===== config.mk =====
export PLATFORM = sky130hd
export DESIGN_NAME = gate_and_door_controller
export DESIGN_NICKNAME = d
export VERILOG_FILES = /design/src/rtl/gdc_pkg.sv /design/src/rtl/gdc_step.sv /design/src/rtl/gate_and_door_controller.sv
export SDC_FILE = /design/constraint.sdc
export NUM_CORES = 1
export LEC_CHECK = 0
export ABC_AREA = 1
export BUFFER_PORTS_ARGS = -buffer_cell sky130_fd_sc_hd__buf_2
export CORE_UTILIZATION = 35
export CTS_CLUSTER_SIZE = 24
export DETAILED_ROUTE_END_ITERATION = 6
export PLACE_DENSITY = 0.66
export SYNTH_ARGS = -nofsm -noshare
export SYNTH_HDL_FRONTEND = slang
export SYNTH_SLANG_ARGS = --single-unit

===== constraint.sdc =====
create_clock -name clock -period 1.9 [get_ports clock]
set_clock_uncertainty 0.2 [all_clocks]
set_input_delay 0.095 -clock clock [delete_from_list [all_inputs] [get_ports clock]]
set_output_delay 0.095 -clock clock [all_outputs]
set_load 0.02 [all_outputs]

===== src/rtl/gdc_pkg.sv =====
// ----------------------------------------------------------------------------
// gdc_pkg
// types and codes shared by the gate and door controller
// ----------------------------------------------------------------------------
package gdc_pkg;

   // leaf positions
   localparam logic [1:0] POS_CLOSED  = 2'd0;
   localparam logic [1:0] POS_OPENING = 2'd1;
   localparam logic [1:0] POS_OPENED  = 2'd2;
   localparam logic [1:0] POS_CLOSING = 2'd3;

   // relay sequencer phases
   localparam logic [2:0] PH_IDLE     = 3'd0;
   localparam logic [2:0] PH_GATE_ON  = 3'd1;
   localparam logic [2:0] PH_GATE_OFF = 3'd2;
   localparam logic [2:0] PH_DOOR_ON  = 3'd3;
   localparam logic [2:0] PH_DOOR_OFF = 3'd4;

   // item kinds
   localparam logic [1:0] KIND_GATE_CMD  = 2'd0;
   localparam logic [1:0] KIND_DOOR_CMD  = 2'd1;
   localparam logic [1:0] KIND_RELAY_TCK = 2'd2;
   localparam logic [1:0] KIND_MOTOR_TCK = 2'd3;

   // command codes
   localparam logic [1:0] CMD_OPEN  = 2'd0;
   localparam logic [1:0] CMD_CLOSE = 2'd1;
   localparam logic [1:0] CMD_STOP  = 2'd2;

   localparam logic [3:0] VOTE_THRESHOLD_RESET = 4'd5;

   localparam int REQ_DATA_W = 16;
   localparam int RSP_DATA_W = 8;

   typedef struct packed {
      logic [1:0] kind;
      logic [1:0] command;
      logic [3:0] open_pin_high_count;
      logic [3:0] close_pin_high_count;
      logic       gate_open_sensed;
   } item_type;

   typedef struct packed {
      logic [1:0] gate_state;
      logic [1:0] door_leaf;
      logic [2:0] relay_phase;
      logic       gate_relay_level;
      logic       door_relay_level;
      logic       motor_was_opening;
      logic       motor_was_closing;
   } ctrl_state_type;

   typedef struct packed {
      logic [1:0] gate_position;
      logic [1:0] door_position;
      logic       gate_relay_on;
      logic       door_relay_on;
      logic       command_accepted;
   } result_type;

endpackage


===== src/rtl/gdc_step.sv =====
// ----------------------------------------------------------------------------
// gdc_step
// next-state and result logic for one item of the gate and door controller
// ----------------------------------------------------------------------------
module gdc_step (
   input  gdc_pkg::item_type       item,
   input  gdc_pkg::ctrl_state_type cur,
   input  logic [3:0]              vote_threshold,
   output gdc_pkg::ctrl_state_type nxt,
   output gdc_pkg::result_type     result
);

   function automatic logic cmd_suits(input logic [1:0] pos, input logic [1:0] cmd);
      logic ok;
      case (cmd)
         gdc_pkg::CMD_OPEN:  ok = (pos == gdc_pkg::POS_CLOSED);
         gdc_pkg::CMD_CLOSE: ok = (pos == gdc_pkg::POS_OPENED);
         gdc_pkg::CMD_STOP:  ok = (pos == gdc_pkg::POS_OPENING) ||
                                  (pos == gdc_pkg::POS_CLOSING);
         default:            ok = 1'b0;
      endcase
      return ok;
   endfunction

   function automatic logic [1:0] cmd_target(input logic [1:0] cmd);
      logic [1:0] pos;
      case (cmd)
         gdc_pkg::CMD_OPEN:  pos = gdc_pkg::POS_OPENING;
         gdc_pkg::CMD_CLOSE: pos = gdc_pkg::POS_CLOSING;
         default:            pos = gdc_pkg::POS_OPENED;
      endcase
      return pos;
   endfunction

   logic motor_opening;
   logic motor_closing;
   logic accepted;

   // sense pins are active low: a pin not reading high means that motor runs
   assign motor_opening = !(item.open_pin_high_count > vote_threshold);
   assign motor_closing = !(item.close_pin_high_count > vote_threshold);

   always_comb begin
      nxt      = cur;
      accepted = 1'b0;
      case (item.kind)
         gdc_pkg::KIND_GATE_CMD: begin
            if (cur.relay_phase == gdc_pkg::PH_IDLE &&
                cur.door_leaf == gdc_pkg::POS_CLOSED &&
                cmd_suits(cur.gate_state, item.command)) begin
               nxt.relay_phase = gdc_pkg::PH_GATE_ON;
               nxt.gate_state  = cmd_target(item.command);
               accepted        = 1'b1;
            end
         end
         gdc_pkg::KIND_DOOR_CMD: begin
            if (cur.relay_phase == gdc_pkg::PH_IDLE &&
                cur.gate_state == gdc_pkg::POS_CLOSED &&
                cmd_suits(cur.door_leaf, item.command)) begin
               nxt.relay_phase = gdc_pkg::PH_DOOR_ON;
               nxt.door_leaf   = cmd_target(item.command);
               accepted        = 1'b1;
            end
         end
         gdc_pkg::KIND_RELAY_TCK: begin
            case (cur.relay_phase)
               gdc_pkg::PH_IDLE: ;
               gdc_pkg::PH_GATE_ON: begin
                  nxt.gate_relay_level = 1'b1;
                  nxt.relay_phase      = gdc_pkg::PH_GATE_OFF;
               end
               gdc_pkg::PH_GATE_OFF: begin
                  nxt.gate_relay_level = 1'b0;
                  nxt.relay_phase      = gdc_pkg::PH_IDLE;
               end
               gdc_pkg::PH_DOOR_ON: begin
                  nxt.door_relay_level = 1'b1;
                  nxt.relay_phase      = gdc_pkg::PH_DOOR_OFF;
               end
               gdc_pkg::PH_DOOR_OFF: begin
                  nxt.door_relay_level = 1'b0;
                  nxt.relay_phase      = gdc_pkg::PH_IDLE;
               end
               default: nxt.relay_phase = gdc_pkg::PH_IDLE;
            endcase
         end
         default: begin
            // opening vote first, the closing vote sees its result
            if (motor_opening) begin
               if (cur.gate_state == gdc_pkg::POS_CLOSED &&
                   cur.door_leaf == gdc_pkg::POS_CLOSED)
                  nxt.gate_state = gdc_pkg::POS_OPENING;
               nxt.motor_was_opening = 1'b1;
            end else if (cur.motor_was_opening && item.gate_open_sensed) begin
               if (cur.gate_state == gdc_pkg::POS_OPENING)
                  nxt.gate_state = gdc_pkg::POS_OPENED;
               else if (cur.door_leaf == gdc_pkg::POS_OPENING)
                  nxt.door_leaf = gdc_pkg::POS_OPENED;
               nxt.motor_was_opening = 1'b0;
            end

            if (motor_closing) begin
               if (nxt.gate_state == gdc_pkg::POS_OPENED)
                  nxt.gate_state = gdc_pkg::POS_CLOSING;
               else if (nxt.door_leaf == gdc_pkg::POS_OPENED)
                  nxt.door_leaf = gdc_pkg::POS_CLOSING;
               nxt.motor_was_closing = 1'b1;
            end else if (cur.motor_was_closing && !item.gate_open_sensed) begin
               nxt.gate_state        = gdc_pkg::POS_CLOSED;
               nxt.door_leaf         = gdc_pkg::POS_CLOSED;
               nxt.motor_was_closing = 1'b0;
            end
         end
      endcase
   end

   assign result.gate_position    = nxt.gate_state;
   assign result.door_position    = nxt.door_leaf;
   assign result.gate_relay_on    = nxt.gate_relay_level;
   assign result.door_relay_on    = nxt.door_relay_level;
   assign result.command_accepted = accepted;

endmodule


===== src/rtl/gate_and_door_controller.sv =====
// ----------------------------------------------------------------------------
// gate_and_door_controller
// gate and pedestrian door position tracker with relay pulse sequencing
// ----------------------------------------------------------------------------
// req_* carries one item per handshake: kind in req_tuser (gate command,
// door command, relay tick, motor tick), command code, the two ten-sample
// sense pin counts and the open sensor in req_tdata.
// rsp_* returns exactly one item per request: both leaf positions, both
// relay levels and whether a command was taken.
// csr_* writes the vote threshold; write it only while no item is in flight.
// the request handshake loads the input register; the step result moves on
// into the result register, which drives rsp_tvalid, once that is free.
// throughput: one item per cycle unless rsp_tready stalls the response; the
// state update is a single pass of the step logic, so an item may follow the
// previous one right away.
// reset clears the positions, relay sequencer, motor flags and both
// pipeline valid bits and loads the threshold with 5.
// a stalled receiver holds the response; the input register still takes
// one more item, after which req_tready drops until the response is taken.
// ----------------------------------------------------------------------------
module gate_and_door_controller (
   input  logic                           clock,
   input  logic                           reset,
   input  logic                           req_tvalid,
   output logic                           req_tready,
   // [1:0] command, [5:2] open_pin_high_count, [9:6] close_pin_high_count,
   // [10] gate_open_sensed, [15:11] zero
   input  logic [gdc_pkg::REQ_DATA_W-1:0] req_tdata,
   // [1:0] kind
   input  logic [1:0]                     req_tuser,
   output logic                           rsp_tvalid,
   input  logic                           rsp_tready,
   // [1:0] gate_position, [3:2] door_position, [4] gate_relay_on,
   // [5] door_relay_on, [6] command_accepted, [7] zero
   output logic [gdc_pkg::RSP_DATA_W-1:0] rsp_tdata,
   input  logic                           csr_valid,
   output logic                           csr_ready,
   input  logic [3:0]                     csr_data
);

   logic                    in_valid_ff;
   logic                    in_valid_in;
   gdc_pkg::item_type       in_item_ff;
   logic                    out_valid_ff;
   logic                    out_valid_in;
   gdc_pkg::result_type     out_result_ff;
   gdc_pkg::ctrl_state_type state_ff;
   gdc_pkg::ctrl_state_type state_in;
   gdc_pkg::result_type     step_result;
   logic [3:0]              threshold_ff;
   logic                    out_free;
   logic                    advance;
   logic                    req_take;

   assign out_free = !out_valid_ff || rsp_tready;
   assign advance  = in_valid_ff && out_free;
   assign req_take = req_tvalid && req_tready;

   assign req_tready = !in_valid_ff || out_free;
   assign csr_ready  = 1'b1;

   assign in_valid_in  = req_take || (in_valid_ff && !advance);
   assign out_valid_in = advance || (out_valid_ff && !rsp_tready);

   gdc_step u_step (
      .item           (in_item_ff),
      .cur            (state_ff),
      .vote_threshold (threshold_ff),
      .nxt            (state_in),
      .result         (step_result)
   );

   always_ff @(posedge clock) begin
      if (reset) begin
         in_valid_ff  <= 1'b0;
         out_valid_ff <= 1'b0;
         threshold_ff <= gdc_pkg::VOTE_THRESHOLD_RESET;
         state_ff     <= '{gate_state:        gdc_pkg::POS_CLOSED,
                           door_leaf:         gdc_pkg::POS_CLOSED,
                           relay_phase:       gdc_pkg::PH_IDLE,
                           gate_relay_level:  1'b0,
                           door_relay_level:  1'b0,
                           motor_was_opening: 1'b0,
                           motor_was_closing: 1'b0};
      end else begin
         in_valid_ff  <= in_valid_in;
         out_valid_ff <= out_valid_in;
         if (csr_valid && csr_ready) begin
            threshold_ff <= csr_data;
         end
         if (advance) begin
            state_ff <= state_in;
         end
      end
   end

   // payload registers
   always_ff @(posedge clock) begin
      if (req_take) begin
         in_item_ff.kind                 <= req_tuser;
         in_item_ff.command              <= req_tdata[1:0];
         in_item_ff.open_pin_high_count  <= req_tdata[5:2];
         in_item_ff.close_pin_high_count <= req_tdata[9:6];
         in_item_ff.gate_open_sensed     <= req_tdata[10];
      end
      if (advance) begin
         out_result_ff <= step_result;
      end
   end

   assign rsp_tvalid = out_valid_ff;
   assign rsp_tdata  = {1'b0,
                        out_result_ff.command_accepted,
                        out_result_ff.door_relay_on,
                        out_result_ff.gate_relay_on,
                        out_result_ff.door_position,
                        out_result_ff.gate_position};

endmodule


==> metrics.yaml, run 1 <==
placement:
  dp_hpwl_um: 3000
  dpl_cell_area_mm2: 0.00225
  port-buffer-count: 30
  gp_congestion: 0.912
cells_and_area:
  layout.filler_cells: 503
  layout-area-overhead-vs-synth_pct: 40.2
  utilization_pct: 50.8
  multi_input_area_um2: 982
  antenna-diode-count: 0
  post_route_cells_drive_above_1_share_pct: 28.6
  post-route-cell-area_mm2: 0.00278
  final_net_count: 357
  layout.area.seq_um2: 941
clock_network:
  cts_made_buffers: 5
  clk_pin_slew_ns: 0.08
  worst_skew_pair.late_latency_ns: 0.30
  clock_buffer_depth: 2
  cts_tree: "built"
  ctsHtreeMaxLevel: 2
  cts_sinks: 37
  buffer_cell_driving_the_clock_tree_root: "clkbuf_8"
routing:
  via_count: 1809
  first_pass_drt_iterations: 4
  drc_viols: 0
  drt_iter0_drc: 89
  post_drt_wl_per_cell_um: 11.5
  post_drt_via_cell_ratio: 4.64
  drt_wl_total_um: 4490
  antenna_violating_nets_post_route: 0
synthesis:
  synth_edf_count: 20
  asyncSetResetFlopFracSynth_pct: 0
  synth-seq-area-share_pct: 47.5
  synth_cell_types: 29
  yosys.area_share.adder_pct: 8.21
  yosys.area_share.simple_pct: 23.9
  synth.top_cell.area_share_pct: 30.3
  synth.net_count: 286
  synth_mux_area_share_pct: 0
  postSynthRegisterBits: 37
  synthTopCellsByArea: "edfxtp_1, dfxtp_1, nand2_1"
  netlist.top_cell.by_area: "edfxtp_1"
  synth.cell_area_mm2: 0.00198
  synth_compound_area_share_pct: 10.4
  yosys_warnings: 0
  synth.avg_cell_area_um2: 8.06
  synthesized_instance_count: 246
  synth.most_common_cell: "nand2_1"
  ys_dominant_reg_cell: "edfxtp_1"
  synth_top_family_by_area: "simple AND/OR/NAND/NOR gates"
  ys_top_cells_by_count: "nand2_1, inv_1, edfxtp_1"
  synth_xor_xnor_area_share_pct: 0
worst_setup_path:
  critPathMaxFanout: 4
  worstSetupStartpointType: "register"
  end_kind: "register"
  cp_data_arrival_time_ns: 1.81
  cp.required_ns: 1.75
  startpoint_to_endpoint_class_of_the_critical_path: "register to register"
  rrSetupSlack_ns: -0.06
timing:
  post-route-period-util_pct: 103
  hold_viol_final: 0
  max_slew_margin_pct: 66.0
  maxClockFrequency_ghz: 0.511
  rsz_0062_raised_after_global_routing: "true"
  setup_viol_count_final: 3
  timing_max_transition_violations_final: 0
  final_period_minus_worst_setup_slack_ns: 1.96
  worst_pin_slew_ns: 0.510
  setup_slack_ns: -0.0585
pwr:
  total_power_density_per_cell_area_mw_per_mm2: 685
  power.leakage_uw: 0.00129
  worst_ir_drop_vdd_mv: 0.400
  power_frac_comb_pct: 22.1
  power_switching_uw: 560
  internal_dissipation_uw: 1340
  power.clock.fraction_pct: 28.9
  p_seq_share_pct: 49.0
  switching_share_of_power_pct: 29.4
floorplanning:
  floorplan.die.width_um: 77.3
  die_h_um: 77.3
  start_util_pct: 36.2
  core_area_mm2: 0.00547
  ios: 38
  die_area_mm2: 0.00597
  number_of_cell_rows: 27
worst_hold_path:
  worst_min_delay_path_class: "register to register"
job:
  drv.max_cap_violation_count: 0
outcome:
  status: "finished, violations left"
  failed_checks: "setup timing"
grt:
  grt_max_degree: 14
  grt_antenna_before_repair: 0
  grt_util_all_layers_pct: 15.9
  gr-total-overflow: 0
  number_of_global_route_vias_before_repair: 1746
  grt_pass1_wl_um: 7260
layout by cell type, fill, tap and decap left out, types with 2 or more instances in the layout:
cell	synthesis	routed
nand4_1	3	3
inv_2	1	7
clkinv_4	0	2
buf_2	0	29
o21ai_0	12	11
buf_4	2	10
nor3_2	2	3
dfxtp_1	17	17
nor2_1	14	11
nand3_2	1	6
conb_1	2	2
nand3_1	17	11
inv_1	44	38
a21oi_1	18	17
nand2_4	1	2
nand2_2	2	12
clkbuf_8	0	5
ha_4	0	3
dlygate4sd3_1	0	27
nor2_2	1	4
ha_1	13	10
nand2_1	64	53
edfxtp_1	20	20
through the flow:
step                total power [µW]  std cells  TNS, ns  hold WS, ns  setup WS [ns]
finish                          1900        390   -0.126        0.282        -0.0585
global route                    2010        390   -0.841        0.298         -0.172
CTS                             1880        388  -0.0392        0.285        -0.0392
detailed placement              1250        351  -0.0553       0.0731        -0.0436
global placement                1240        351        0       0.0710        0.00733
floorplan                       1160        246        0     -0.00613          0.118
worst max-delay path, stage by stage, from the launching register on:
cell      delay, ns
edfxtp_1       0.42
ha_4           0.30
nand2_2        0.05
inv_2          0.08
nand3_4        0.10
nand2_2        0.11
nand2_2        0.07
nand2_2        0.07
nand2_1        0.06
nand2_1        0.06
nand2_1        0.06
nand2_1        0.08
nand2_1        0.05
repair_timing:
item,in CTS,in global routing
gates resized for setup,14,24
setup buffers,2,2
endpoints found under the setup margin,3,19
pin swaps,3,14
hold buffers,27,0
endpoints found under the hold margin,22,0
gates cloned,0,0
final cells by class:
| cell class | instances | area share, % |
|---|---|---|
| multi-input cells | 160 | 35.3 |
| flip-flops and latches | 37 | 33.9 |
| repair buffers | 67 | 17.9 |
| inverters | 46 | 6.35 |
| well taps | 72 | 3.24 |
| clock buffers | 5 | 2.48 |
| clock inverters | 3 | 0.810 |
kinds of logic after synthesis:
| group | after synthesis |
|---|---|
| other | 2 |
| AO/OA/AOI/OAI | 38 |
| flip-flops | 37 |
| AND/OR/NAND/NOR | 107 |
| buffers and inverters | 49 |
| adder cells (fa/ha/maj) | 13 |
state kept, by name (all words and copies together), names as in the netlist:
signal,cells
in_item_ff,13
state_ff,11
rsp_tdata,7
threshold_ff,4
in_valid_ff,1
rsp_tvalid,1
metal layers:
| metal | vias to the layer above | global-route usage [%] | wire, µm |
|---|---|---|---|
| li1 | 937 | - | - |
| met1 | 812 | 16.6 | 1860 |
| met2 | 49 | 28.8 | 2330 |
| met3 | 11 | 3.57 | 199 |
| met4 | 0 | 9.06 | 102 |
| met5 | - | 0 | 0 |
power groups by stage:
stage          combinational (µW)  sequential, µW  clock [µW]
2_1_floorplan                 204             951           0
3_3_place_gp                  299             945           0
3_5_place_dp                  306             946           0
4_1_cts                       379             930         566
5_1_grt                       468             938         600
6_report                      421             933         550
final timing paths:
check | endpoint | cells past startpoint | startpoint
min reg2reg | state_ff[0] | 2 | state_ff[0]
max | rsp_tdata[2] | 12 | in_item_ff[8]
max reg2reg | rsp_tdata[2] | 12 | in_item_ff[8]
min | state_ff[0] | 2 | state_ff[0]
No activity file was read; power rests on OpenSTA's default activity.
==> run 2, diff against run 1 <==
- PLACE_DENSITY: 0.66 -> not set
==> run 2 against run 1 <==
Highest routed layer unchanged; sequential cell count unchanged; the run still ends with setup timing left; die area is the same; largest cell class unchanged; wire length shrank 4.3%; utilization about the same; sequential share of layout area up 0.060 points; power up 0.29%; clock power up 2%; via count shrank 2.0%.
==> metrics.yaml, run 2 (synthesis results as in run 1) <==
timing:
  maxClockFrequency_ghz: 0.525  # was 0.511 GHz
  post-route-period-util_pct: 100  # was 103%
  fin_setup_tns_ns: -0.00592  # was -0.126 ns
  timing_max_transition_violations_final: 0  # unchanged
  setup_slack_ns: -0.00592  # was -0.0585 ns
  setup_viol_count_final: 1  # was 3
  final_period_minus_worst_setup_slack_ns: 1.91  # was 1.96 ns
  hold_viol_final: 0  # unchanged
  rsz_0062_raised_after_global_routing: "true"  # unchanged
cells_and_area:
  layout.filler_cells: 550  # was 503
  post_route_cells_drive_above_1_share_pct: 28.0  # was 28.6%
  antenna-diode-count: 0  # unchanged
  layout.cells.most_common: "nand2_1"  # unchanged
  layout-area-overhead-vs-synth_pct: 40.2  # about the same
  largest_register_ffs: 13  # unchanged
  mostFrequentLayoutCells: "nand2_1, inv_1, buf_2"  # unchanged
  top_register: "in_item_ff"  # unchanged
  final_net_count: 357  # unchanged
  fin_cells: 390  # unchanged
routing:
  drt_wl_total_um: 4300  # was 4490 µm
  drc_viols: 0  # unchanged
  drt_iter0_drc: 55  # was 89
  first_pass_drt_iterations: 4  # unchanged
  via_count: 1772  # was 1809
  post_drt_wl_per_cell_um: 11.0  # was 11.5 µm
  antenna_violating_nets_post_route: 0  # unchanged
  post_drt_via_cell_ratio: 4.54  # was 4.64
pwr:
  power_frac_comb_pct: 21.7  # was 22.1%
  power_switching_uw: 538  # was 560 µW
  total_power_density_per_cell_area_mw_per_mm2: 687  # was 685 mW/mm²
  power.leakage_uw: 0.00129  # about the same
  power.clock.fraction_pct: 29.5  # was 28.9%
  switching_share_of_power_pct: 28.2  # was 29.4%
  worst_ir_drop_vdd_mv: 0.437  # was 0.400 mV
  internal_dissipation_uw: 1370  # was 1340 µW
  p_seq_share_pct: 48.8  # was 49.0%
  total_power_uw: 1910  # was 1900 µW
placement:
  placed_cells_incl_taps: 354  # was 351
  gp_congestion: 0.818  # was 0.912
  dp_hpwl_um: 2950  # was 3000 µm
  port-buffer-count: 30  # unchanged
  dp_slack_ns: -0.0733  # was -0.0436 ns
worst_setup_path:
  startpoint_to_endpoint_class_of_the_critical_path: "register to register"  # unchanged
  crit_path_max_incr_delay_ns: 0.42  # about the same
  worstSetupStartpointType: "register"  # unchanged
  cp_data_arrival_time_ns: 1.76  # was 1.81 ns
  cp.required_ns: 1.75  # about the same
  crit_path_cell_trace: "ha_4 -> inv_2 -> o21bai_1 -> nand2_1 -> nand2_2 -> nand4_1 -> nand3_1 -> nand2_1 -> o21ai_2 -> inv_1"  # was ha_4 -> nand2_2 -> inv_2 -> nand3_4 -> nand2_2 -> nand2_2 -> nand2_2 -> nand2_1 -> nand2_1 -> nand2_1 -> nand2_1 -> nand2_1
  crit_family: "simple AND/OR/NAND/NOR gates"  # unchanged
  end_kind: "register"  # unchanged
  cell_seen_most_often_among_critical_path_stages: "nand2_1"  # unchanged
  critical_path_buffer_and_inverter_count: 2  # was 1
  critPathSlowestCell: "edfxtp_1"  # unchanged
  critPathMaxFanout: 2  # was 4
grt:
  gr-total-overflow: 0  # unchanged
  number_of_global_route_vias_before_repair: 1693  # was 1746
  grt_antenna_before_repair: 0  # unchanged
  grt_max_degree: 14  # unchanged
  grt_pass1_wl_um: 7200  # was 7260 µm
  grt_util_all_layers_pct: 15.5  # was 15.9%
clock_network:
  cts_made_buffers: 5  # unchanged
  ctsHtreeMaxLevel: 2  # unchanged
  clk_pin_slew_ns: 0.07  # was 0.08 ns
  worst_skew_pair.late_latency_ns: 0.29  # was 0.30 ns
  buffer_cell_driving_the_clock_tree_root: "clkbuf_8"  # unchanged
  cts_sinks: 37  # unchanged
  clock_buffer_depth: 2  # unchanged
  cts_tree: "built"  # unchanged
outcome:
  failed_checks: "setup timing"  # unchanged
  status: "finished, violations left"  # unchanged
floorplanning:
  die_h_um: 77.3  # unchanged
  die_area_mm2: 0.00597  # unchanged
  start_util_pct: 36.2  # unchanged
  number_of_cell_rows: 27  # unchanged
  floorplan.die.width_um: 77.3  # unchanged
  core_area_mm2: 0.00547  # unchanged
  ios: 38  # unchanged
job:
  drv.max_cap_violation_count: 0  # unchanged
worst_hold_path:
  worst_min_delay_path_class: "register to register"  # unchanged
[run 2: cell count changes in the layout (fill, tap and decap cells not counted), moves of 2 or more]
cell      change
nor2_1        +2
clkinv_1      +2
nor2_2        -2
clkinv_4      -2
[run 2: path summary, 6_finish.rpt]
path / start / end / slack (ns) / cells past startpoint
max: in_item_ff[2] / rsp_tdata[0] / -0.006 / 10
min: threshold_ff[2] / threshold_ff[2] / 0.28 / 2
max reg2reg: in_item_ff[2] / rsp_tdata[0] / -0.006 / 10
min reg2reg: threshold_ff[2] / threshold_ff[2] / 0.28 / 2
[run 2: layout make-up]
cell class                 count  area [µm²]  area share [%]
clock inverter                 2        8.76           0.315
timing repair buffer          67         498            17.9
sequential                    37         942            33.9
inverter                      46         176            6.35
tap                           72        90.1            3.24
clock buffer                   6        82.6            2.97
multi-input combinational    160         980            35.3
[run 2: timing repair]
action / CTS / global route
buffers inserted: 0 / 1
pin swaps: 1 / 15
endpoints found under the hold margin: 22 / 0
setup endpoints to repair: 3 / 10
hold buffers: 27 / 0
resized for setup: 3 / 34
[run 2: power groups by stage]
stage                     logic, µW  clock network (µW)  registers [µW]
after floorplan                 204                   0             951
after global placement          310                   0             944
after detailed placement        312                   0             944
after CTS                       362                 584             926
after global routing            462                 617             937
final                           415                 563             931
[run 2: layer usage]
layer  global-route usage, %  share of wire [%]  up-vias
li1                        -                  -      934
met1                    16.9                 43      793
met2                    28.1                 51       38
met3                    4.52                4.0        7
met4                    5.28                1.3        0
met5                       0                  0        -
[run 2: tightest hold or removal path, delay by kind of cell (launching register included)]
family | cells | cell delay, ns
flops | 1 | 0.32
compound gates | 1 | 0.07
buf+inv | 1 | 0.06
[run 2: through the flow]
stage	instance area, µm²	util (%)	hold WS (ns)
finish	2780	50.8	0.283
global route	2780	50.8	0.298
CTS	2640	48.3	0.285
detailed placement	2270	41.5	0.0731
global placement	2270	41.5	0.0716
floorplan	1980	-	-0.00613
